===== config.mk =====
export PLATFORM = sky130hd
export DESIGN_NAME = ppa_mix
export DESIGN_NICKNAME = d
export VERILOG_FILES = /design/src/hdl/assert_macros.svh /design/src/hdl/ppa_pkg.sv /design/src/hdl/ppa_mix.sv
export SDC_FILE = /design/constraint.sdc
export NUM_CORES = 1
export LEC_CHECK = 0
export ABC_AREA = 0
export CAP_MARGIN = 40
export CORE_ASPECT_RATIO = 1.2
export CORE_MARGIN = 1
export CORE_UTILIZATION = 49
export DETAILED_ROUTE_END_ITERATION = 12
export DONT_BUFFER_PORTS = 1
export SYNTH_ARGS = -nofsm -noshare
export SYNTH_HDL_FRONTEND = slang
export SYNTH_SLANG_ARGS = --single-unit

===== constraint.sdc =====
create_clock -name vclk -period 10.9
set_input_delay 0.545 -clock vclk [all_inputs]
set_output_delay 0.545 -clock vclk [all_outputs]
set_load 0.05 [all_outputs]

===== src/hdl/assert_macros.svh =====
// assertion macros used by the top level rtl file
`ifndef ASSERT_MACROS_SVH
`define ASSERT_MACROS_SVH
`ifndef NO_ASSERTIONS
// property checked every cycle outside reset
`define ASSERT_HOLDS(lbl, clk, rst_n, prop, msg) \
	lbl: assert property (@(posedge clk) disable iff (!rst_n) prop) else $error(msg);
// condition in one cycle implies a consequence in the next
`define ASSERT_NEXT(lbl, clk, rst_n, ante, cons, msg) \
	lbl: assert property (@(posedge clk) disable iff (!rst_n) (ante) |=> (cons)) else $error(msg);
`else
`define ASSERT_HOLDS(lbl, clk, rst_n, prop, msg)
`define ASSERT_NEXT(lbl, clk, rst_n, ante, cons, msg)
`endif
`endif


===== src/hdl/ppa_pkg.sv =====
// shared widths, register codes and types of the positional pid block
package ppa_pkg;

	// field widths
	localparam int IN_W   = 16;
	localparam int CFG_W  = 32;
	localparam int GAIN_W = 32;
	localparam int LIM_W  = 16;
	localparam int SUM_W  = 32;
	localparam int ERR_W  = 21;
	localparam int IDX_W  = 3;

	// error scaling and gain format
	localparam int ERROR_SCALE        = 10;
	localparam int GAIN_FRACTION_BITS = 16;

	// derived datapath widths
	localparam int DIFF_W  = IN_W + 1;
	localparam int SCALE_W = $clog2(ERROR_SCALE + 1) + 1;
	localparam int RAW_W   = DIFF_W + SCALE_W;
	localparam int WIDE_W  = (RAW_W > ERR_W) ? RAW_W : ERR_W;
	localparam int DLT_W   = ERR_W + 1;
	localparam int P_PW    = GAIN_W + ERR_W;
	localparam int I_PW    = GAIN_W + SUM_W;
	localparam int D_PW    = GAIN_W + DLT_W;
	localparam int P_W     = P_PW - GAIN_FRACTION_BITS;
	localparam int I_W     = I_PW - GAIN_FRACTION_BITS;
	localparam int D_W     = D_PW - GAIN_FRACTION_BITS;
	localparam int TOT_W   = ((P_W > D_W) ? P_W : D_W) + 2;

	// error saturation bounds
	localparam logic signed [WIDE_W-1:0] ERR_MAX =
		WIDE_W'((longint'(1) <<< (ERR_W - 1)) - 1);
	localparam logic signed [WIDE_W-1:0] ERR_MIN = -ERR_MAX - WIDE_W'(1);

	// register reset values
	localparam logic signed [LIM_W-1:0] INTEG_UPPER_RST = 16'sd1000;
	localparam logic signed [LIM_W-1:0] INTEG_LOWER_RST = -16'sd1000;
	localparam logic signed [LIM_W-1:0] OUT_UPPER_RST   = 16'sd5000;
	localparam logic signed [LIM_W-1:0] OUT_LOWER_RST   = -16'sd5000;

	typedef enum logic [IDX_W-1:0] {
		REG_PROP_GAIN   = 3'd0,
		REG_INTEG_GAIN  = 3'd1,
		REG_DERIV_GAIN  = 3'd2,
		REG_INTEG_UPPER = 3'd3,
		REG_INTEG_LOWER = 3'd4,
		REG_OUT_UPPER   = 3'd5,
		REG_OUT_LOWER   = 3'd6
	} reg_idx_t;

	typedef struct packed {
		logic signed [GAIN_W-1:0] prop_gain;
		logic signed [GAIN_W-1:0] integ_gain;
		logic signed [GAIN_W-1:0] deriv_gain;
		logic signed [LIM_W-1:0]  integ_upper;
		logic signed [LIM_W-1:0]  integ_lower;
		logic signed [LIM_W-1:0]  out_upper;
		logic signed [LIM_W-1:0]  out_lower;
	} cfg_t;

	typedef struct packed {
		logic signed [P_W-1:0]   p;
		logic signed [LIM_W-1:0] i;
		logic signed [D_W-1:0]   d;
	} terms_t;

endpackage


===== src/hdl/ppa_mix.sv =====
// sum of the three terms and the output clamp
module ppa_mix (
	input  ppa_pkg::terms_t                 terms,
	input  ppa_pkg::cfg_t                   cfg,
	output logic signed [ppa_pkg::LIM_W-1:0] drive
);

	logic signed [ppa_pkg::TOT_W-1:0] total;
	logic signed [ppa_pkg::TOT_W-1:0] up_ext;
	logic signed [ppa_pkg::TOT_W-1:0] lo_ext;
	logic signed [ppa_pkg::TOT_W-1:0] t_one;
	logic signed [ppa_pkg::TOT_W-1:0] t_two;

	// widen and add
	assign total =
		$signed({{(ppa_pkg::TOT_W-ppa_pkg::P_W){terms.p[ppa_pkg::P_W-1]}}, terms.p}) +
		$signed({{(ppa_pkg::TOT_W-ppa_pkg::LIM_W){terms.i[ppa_pkg::LIM_W-1]}}, terms.i}) +
		$signed({{(ppa_pkg::TOT_W-ppa_pkg::D_W){terms.d[ppa_pkg::D_W-1]}}, terms.d});

	// upper limit first, lower limit wins when inverted
	assign up_ext = $signed({{(ppa_pkg::TOT_W-ppa_pkg::LIM_W){cfg.out_upper[ppa_pkg::LIM_W-1]}},
	                         cfg.out_upper});
	assign lo_ext = $signed({{(ppa_pkg::TOT_W-ppa_pkg::LIM_W){cfg.out_lower[ppa_pkg::LIM_W-1]}},
	                         cfg.out_lower});
	assign t_one  = (total > up_ext) ? up_ext : total;
	assign t_two  = (t_one < lo_ext) ? lo_ext : t_one;
	assign drive  = t_two[ppa_pkg::LIM_W-1:0];

endmodule

Yosys cells after proc, flatten, opt, wreduce, memory -nomap -nowiden:

Index checks and enable logic that the tools add are counted.
Widths: inputs -> output; s select.

* input port bits: 251
* logic and storage cells: 6
* output and inout port bits: 16
* bits in writable memories: 0
* memories: 0
* ROM bits: 0
* latch bits: 0
* flip-flop bits (word level): 0

* multipliers: 0
* add/subtract/negate cells: 2
* muxes and demuxes: 2
* reduce and logical (&&, ||, !) cells: 0
* shift-type cells: 0
* bitwise logic cells: 0
* $lt $le $gt $ge: 2
* equal/unequal tests: 0
* div/mod/pow operators: 0

Operator list (count)
* $lt 40x16->1: 1
* $mux 40: 1
* $add 38x38->39: 1
* $gt 39x16->1: 1
* $add 37x16->38: 1
* $mux 16: 1

Longest topological paths before layout:

Gate-level depths: netlist of run 1.

* depth after elaboration: 6
* depth in mapped cells: 37
* depth with buffers taken out: 33

Worst setup path before layout of run 1:

No wires, ideal clock.

* path kind: input to output
* from: input port terms[1] (netlist bit)
* to: output port drive[0] (netlist bit)
* data required time: 10.355 ns
* buffers on the path: 3
* arrival time: 8.313 ns
* cell stages on the path: 33
* setup slack: 2.042 ns
* cells stage by stage: fa_1 ha_1 fa_1 a211oi_1 nor2_1 o21ai_0 o41ai_1 o21ai_1 a21oi_1 o31a_1 nor3_1 nor2_1 ha_1 nand4_1 or4_1 or3_1 a31oi_1 nor3_1 clkbuf_1 nor3_1 buf_2 a21o_1 ha_1 a21oi_1 nor2b_1 o21ai_0 a21oi_1 o41a_1 a211oi_1 o21ai_2 mux2i_4 buf_12 mux2i_1

* longest elaborated chain between the ends: 5

RTL lines
* start, declared: line ppa_mix.sv:3 `input ppa_pkg::terms_t terms,`
* $add 38x38->39 (*): line ppa_mix.sv:17 `$signed({{(ppa_pkg::TOT_W-ppa_pkg::LIM_W){terms.i[ppa_pkg::LIM_W-1]}}, terms.i}) +`
* $gt 39x16->1: line ppa_mix.sv:25 `assign t_one = (total > up_ext) ? up_ext : total;`
* $mux 40 (*): line ppa_mix.sv:25
* $lt 40x16->1: line ppa_mix.sv:26 `assign t_two = (t_one < lo_ext) ? lo_ext : t_one;`
* $mux 16 (*): line ppa_mix.sv:26
* end, declared: line ppa_mix.sv:5 `output logic signed [ppa_pkg::LIM_W-1:0] drive`

Mark *: on every way between the ends. The rest lies on a longest branch, timed or not.

Worst setup path in the final report of run 1:

* from: input port terms[1] (netlist bit)
* to: output port drive[4] (netlist bit)

The elaborated chain is that of the path after synthesis.

==> results of run 1 <==
## path summary, 6_finish.rpt
| path | start | depth (start not counted) | to | slack, ns |
|---|---|---|---|---|
| hold / removal | cfg[8] | 1 | drive[8] | 1.31 |
| setup / recovery | terms[1] | 33 | drive[4] | 1.04 |
## per-layer routing
metal | share of wire [%] | GRT usage [%] | up-vias
met5 | 0.12 | 0 | -
met4 | 0.61 | 1.47 | 2
met3 | 8.4 | 6.64 | 10
met2 | 46 | 45.1 | 139
met1 | 44 | 31.9 | 2305
li1 | - | - | 2487
## report_power, final
part | internal (mW) | leakage, nW | switching, mW | total [mW]
sequential | 0 | 0 | 0 | 0
combinational | 0.446 | 2.63 | 0.718 | 1.16
clock | 0.0000000123 | 0.00000634 | 0 | 0.0000000123
total | 0.446 | 2.63 | 0.718 | 1.16
## cells in the final DEF, fill, tap and decap left out, types with 5 or more instances in the layout
cell type,netlist,final
ha_1,114,114
nor2_1,44,44
nand2b_1,8,8
nand2_1,43,43
or3_1,7,7
mux2_2,8,8
nand4_1,15,15
a31oi_1,9,9
nand3_1,12,12
and4_1,7,7
mux2_4,9,9
nor3_1,11,11
inv_1,70,70
o21bai_1,10,10
buf_4,0,13
o211ai_1,5,5
o31ai_1,7,7
a21o_1,29,29
a21oi_1,54,54
o21a_1,6,6
fa_1,39,39
a211oi_1,8,8
o21ai_0,48,48
xor2_1,6,6
xnor2_1,19,19
## per-stage QoR
stage | utilization (%) | hold slack [ns] | instances | worst slack (ns)
after global routing | 52.2 | 1.31 | 800 | 0.325
after CTS | 52.2 | 1.31 | 800 | 0.977
after floorplan | - | 1.31 | 668 | 2.04
after global placement | 52.2 | 1.31 | 800 | 1.19
after detailed placement | 52.2 | 1.31 | 800 | 1.03
final | 52.2 | 1.31 | 801 | 1.04
## layout make-up
type / instances / area, sq um
inverters: 70 / 263
fillers: 1076 / 5050
repair buffers: 13 / 97.6
multi-input cells: 588 / 5000
well taps: 129 / 161
diodes: 1 / 2.50
## kinds of logic after synthesis
family | share of synthesized area (%)
muxes | 4.83
buffers and inverters | 6.29
and+or+nand+nor | 17.2
AOI/OAI and AO/OA | 26.2
xor gates and xnor gates | 4.11
adders and majority gates | 41.4
==> run summary, run 1 <==
I/O Buffers: 0
Crit path largest cell delay: 0.54 ns
Synth warn: 0
Top cells by count, synth: 114 x ha_1, 70 x inv_1, 54 x a21oi_1
Tmin final: 9.86 ns
Placed Area: 5520 sq um
TNS Setup: 0 ns
Antenna Nets Post-Route: 0
WS Path Type: input pin to primary output
Crit-path max FO: 16
Layout cells sized above 1: 7.30%
Buf+Inv Stages, Crit Path: 3
Largest net degree at the start of global routing: 26
Worst min-delay path class: input pin to primary output
Initial cell density of the core: 50.4%
Synth Instances: 668
Vias: 4943
Area delta synth->final: 3.54%
Vias in the first global route: 4899
GP Congestion: 0.884
Leak pwr: 2.63 nW
Status: finished, final reports clean
CLK BUF: 0
Register area: 0 sq um
Core outline area: 10600 sq um
CP Capture Type: primary output
Remaining global-route overflow: 0
Slew headroom: 41.5%
Syn Std Cell Area: 5330 sq um
I/O pin count: 267
Post-CTS Setup Bufs: 0
Final nets: 1077
Residual DRC: 0
Design Power: 1.16 mW
Max Transition Viols Final: 0
Fin crit share: 90.5%
Syn Area/Cell: 7.98 sq um
Critical Path Source Type: input pin
Die width: 97.2 microns
CTS hold repair buffers: 0
Via density: 6.17
Drt wl/cell: 18.1 microns
Die area: 11300 sq um
Count leader, synth: ha_1
Max-Cap Viols: 0
Worst vdd ir: 114 uV
Total GRT Usage: 25.2%
Initial DRC count: 223
Post-synth top area share: 26.8%
# rows: 41
Data required, critical path: 10.36 ns
Global-route wire length before repair: 23300 microns
RSZ-0062 raised after global routing: no
Kind of cell with the highest combined delay on the critical path: simple AND/OR/NAND/NOR gates
Gates resized, CTS repair: 0
CP arrival: 9.32 ns
Slowest cell on crit path: o21ai_0
FF+latch count: 0
Post-synth net total: 1072
Setup violations, final: 0
Final WL: 14500 microns
Post-DP HPWL: 12800 microns
Fin. Hold Viols: 0
Initial antenna violation count: 3
Leading area contributor after synthesis: ha_1
Synth cell types: 68
Register area share after synthesis: 0%
Die Ht: 116 microns
Post-route cell area: 5520 sq um
DR pass1 iterations: 4
Synth top area cells: ha_1 27%, fa_1 15%, a21oi_1 5.1%
Tightest Pin Transition: 0.876 ns
Power Density: 211 nW/um^2
Fmax: 101 MHz
Note: power is estimated with default switching activity, not from simulation.
==> run 2: changes to the inputs <==
CORE_UTILIZATION = 40   (was 49)
==> run 2 against run 1 <==
  * Cell area rose by 0.29%
  * Largest cell class unchanged
  * Via count is 0.53% lower
  * Utilization fell by 9.1 points
  * Critical endpoint is now drive[2]
==> run summary, run 2 (synthesized netlist as in run 1, its figures left out) <==
Layout cells sized above 1: 6.61%
Design Power: 1.18 mW
Die width: 107 microns
Fillers: 1285
Leak pwr: 2.61 nW
Final WL: 14300 microns
Total GRT Usage: 20.7%
Final nets: 1072
Critical Path Source: terms[1]
Net Sw Frac: 62.1%
Critical Path Source Type: input pin
Hold path cells: 1
Crit path largest cell delay: 0.48 ns
Slowest cell on crit path: fa_1
DR pass1 iterations: 5
Fin cells: 830
Power Density: 212 nW/um^2
Worst vdd ir: 117 uV
Setup violations, final: 0
DP Cell Count: 829
Post-route cell area: 5540 sq um
Diode count: 0
CP arrival: 9.60 ns
Clock power share: 0%
Status: finished, final reports clean
Commonest cells after routing, fill and taps aside: 114 x ha_1, 70 x inv_1, 54 x a21oi_1
Crit-path max FO: 20
Initial antenna violation count: 0
CLK BUF: 0
Die area: 13800 sq um
Internal power: 0.446 mW
Tightest Pin Transition: 0.864 ns
Vias: 4917
Area delta synth->final: 3.85%
Fin crit share: 93.0%
TNS Setup: 0 ns
I/O Buffers: 0
CP Capture Type: primary output
Part of the power in registers: 0%
Initial DRC count: 223
Core outline area: 12800 sq um
Initial cell density of the core: 41.5%
Largest net degree at the start of global routing: 26
Fin. Hold Viols: 0
Fmax: 98.6 MHz
CP Capture Point: drive[2]
Worst min-delay path class: input pin to primary output
# rows: 45
WS Path Type: input pin to primary output
Die Ht: 128 microns
CP dominant cell by count: ha_1
Slew headroom: 42.3%
Placed Area: 5520 sq um
Multi-input logic area: 5000 sq um
Data required, critical path: 10.36 ns
Combinational group share of total power: 100.0%
Antenna Nets Post-Route: 0
Register area: 0 sq um
Post-DP HPWL: 12600 microns
Via density: 5.92
WL met1: 6640 microns
Psw: 0.730 mW
Top layer used by detailed routing: met4
Residual DRC: 0
Met2 wire len: 6620 microns
Launch point of the worst hold path: cfg[9]
Fin util: 43.1%
Remaining global-route overflow: 0
CTS hold repair buffers: 0
Tmin final: 10.14 ns
Max Transition Viols Final: 0
Most common cell after layout, fill and taps aside: ha_1
I/O pin count: 267
GP Congestion: 0.865
FF+latch count: 0
Max-Cap Viols: 0
Vias in the first global route: 5026
WL met3: 849 microns
RSZ-0062 raised after global routing: no
Drt wl/cell: 17.2 microns
Global-route wire length before repair: 23500 microns
[run 2: worst min path at each step]
stage | to | slack (ns)
finish | drive[9] | 1.31
global route | drive[13] | 1.32
CTS | drive[9] | 1.31
detailed placement | drive[9] | 1.31
global placement | drive[8] | 1.31
floorplan | drive[10] | 1.31
[run 2: timing repair]
item	CTS	global route
buffers inserted	0	1
resized for setup	0	0
setup endpoints to repair	0	7
[run 2: critical path: cells and delay by family]
kind                     cells  cell delay [ns]
AND/OR/NAND/NOR             11             2.83
AO/OA/AOI/OAI               11             2.68
adder cells (fa/ha/maj)      5             1.91
buffers and inverters        3             0.83
multiplexers                 2             0.76
[run 2: power groups by stage]
stage          logic (mW)  registers, mW  clock network, mW
2_1_floorplan       0.958              0                  0
3_3_place_gp         1.13              0                  0
3_5_place_dp         1.16              0                  0
4_1_cts              1.17              0                  0
5_1_grt              1.30              0                  0
6_report             1.18              0                  0
[run 2: area by class of cell]
type | instances | area share [%]
Inverter | 70 | 4.75
Multi-Input combinational cell | 588 | 90.2
Tap cell | 164 | 3.71
Timing Repair Buffer | 8 | 1.31
[run 2: through the flow]
step,setup slack (ns),hold WS (ns)
floorplan,2.04,1.31
global route,0.308,1.32
detailed placement,0.478,1.31
CTS,0.417,1.31
finish,0.760,1.31
global placement,0.605,1.31
[run 2: metal layers]
layer / vias up / global-route usage (%)
met5: - / 0
met4: 0 / 2.34
met3: 9 / 2.03
met2: 154 / 37.6
met1: 2273 / 27.0
li1: 2481 / -
==> run 3: changes to the inputs <==
PLACE_DENSITY = 0.5   (was unset)
==> run 3 against run 2 <==
  * Cell count is 0.12% higher
  * Setup slack better by 0.089 ns
  * Global-route usage is 0.083 points lower
  * Maximum frequency is 0.88% higher
  * Via count is 0.63% higher
  * First-iteration DRC count is 8.5% higher
  * Sequential share of layout area stayed put
  * Non-clock buffer count is 1 higher
==> run summary, run 3 (synthesized netlist as in run 1, its figures left out) <==
Status: finished, final reports clean
Data required, critical path: 10.36 ns
Area delta synth->final: 3.76%
Post-CTS Setup Bufs: 0
Vias in the first global route: 5130
Gates resized, CTS repair: 0
Commonest cells after routing, fill and taps aside: 114 x ha_1, 70 x inv_1, 54 x a21oi_1
Worst min-delay path class: input pin to primary output
CP dominant cell by count: ha_1
Fin cells: 831
Tightest Pin Transition: 0.864 ns
Die width: 107 microns
Placed Area: 5530 sq um
Design Power: 1.16 mW
Max-Cap Viols: 0
RSZ-0062 raised after global routing: no
Launch point of the worst hold path: cfg[9]
Antenna Nets Post-Route: 0
CP arrival: 9.51 ns
CP Capture Type: primary output
GP Congestion: 0.813
Diode count: 0
Crit-path max FO: 15
TNS Setup: 0 ns
Layout cells sized above 1: 6.75%
Hold Path Sink: drive[9]
Die Ht: 128 microns
Final WL: 14200 microns
Worst hold margin: 1.31 ns
Initial DRC count: 242
Multi-input logic area: 5000 sq um
Initial antenna violation count: 0
Drt wl/cell: 17.1 microns
Slew headroom: 42.4%
Global-route wire length before repair: 23600 microns
Fin crit share: 92.2%
Setup WS pre-CTS: 0.866 ns
# rows: 45
Fmax: 99.5 MHz
Max Transition Viols Final: 0
Remaining global-route overflow: 0
Most common cell after layout, fill and taps aside: ha_1
Register area: 0 sq um
I/O Buffers: 0
WS Path Type: input pin to primary output
Final WS setup: 0.848 ns
Fillers: 1338
Setup violations, final: 0
CTS hold repair buffers: 0
Final nets: 1073
Slowest cell on crit path: a2111oi_0
Crit path largest cell delay: 0.58 ns
Post-DP HPWL: 12600 microns
Fin. Hold Viols: 0
Leak pwr: 2.61 nW
Die area: 13800 sq um
Vias: 4948
I/O pin count: 267
CLK BUF: 0
Worst vdd ir: 177 uV
Via density: 5.95
FF+latch count: 0
DP Cell Count: 831
Post-route cell area: 5530 sq um
Initial cell density of the core: 41.5%
Largest net degree at the start of global routing: 26
Critical Path Source Type: input pin
DR pass1 iterations: 4
Tmin final: 10.05 ns
Power Density: 210 nW/um^2
Core outline area: 12800 sq um
Residual DRC: 0
Fin util: 43.1%
Total GRT Usage: 20.6%
Hold path cells: 1
-- run 3: worst max-delay path by stage --
| stage | start | endpoint | slack [ns] |
|---|---|---|---|
| 3_5_place_dp | terms[2] | drive[10] | 0.87 |
| 6_report | terms[2] | drive[11] | 0.85 |
| 2_1_floorplan | terms[1] | drive[0] | 2.04 |
| 4_1_cts | terms[2] | drive[10] | 0.82 |
| 5_1_grt | terms[1] | drive[10] | 0.20 |
| 3_3_place_gp | terms[2] | drive[10] | 0.95 |
-- run 3: worst max-delay path: cells and delay by family --
| family | cells | cell delay, ns |
|---|---|---|
| AOI/OAI and AO/OA | 13 | 3.41 |
| and+or+nand+nor | 10 | 2.18 |
| adders and majority gates | 4 | 1.50 |
| buffers and inverters | 3 | 0.95 |
| muxes | 2 | 0.91 |
-- run 3: area by class of cell --
cell class,instances,area share [%]
multi-input cells,588,90.3
inverters,70,4.75
well taps,164,3.71
repair buffers,9,1.22
-- run 3: power breakdown --
group | leakage, nW | switching [mW] | internal [mW]
Combinational | 2.61 | 0.727 | 0.437
Sequential | 0 | 0 | 0
Clock | 0 | 0 | 0
-- run 3: layer usage --
metal  GRT usage, %  share of wire, %  up-vias
li1               -                 -     2476
met1           26.5                46     2283
met2           37.5                47      164
met3           1.22               4.4       25
met4           4.67               2.4        0
met5              0                 0        -
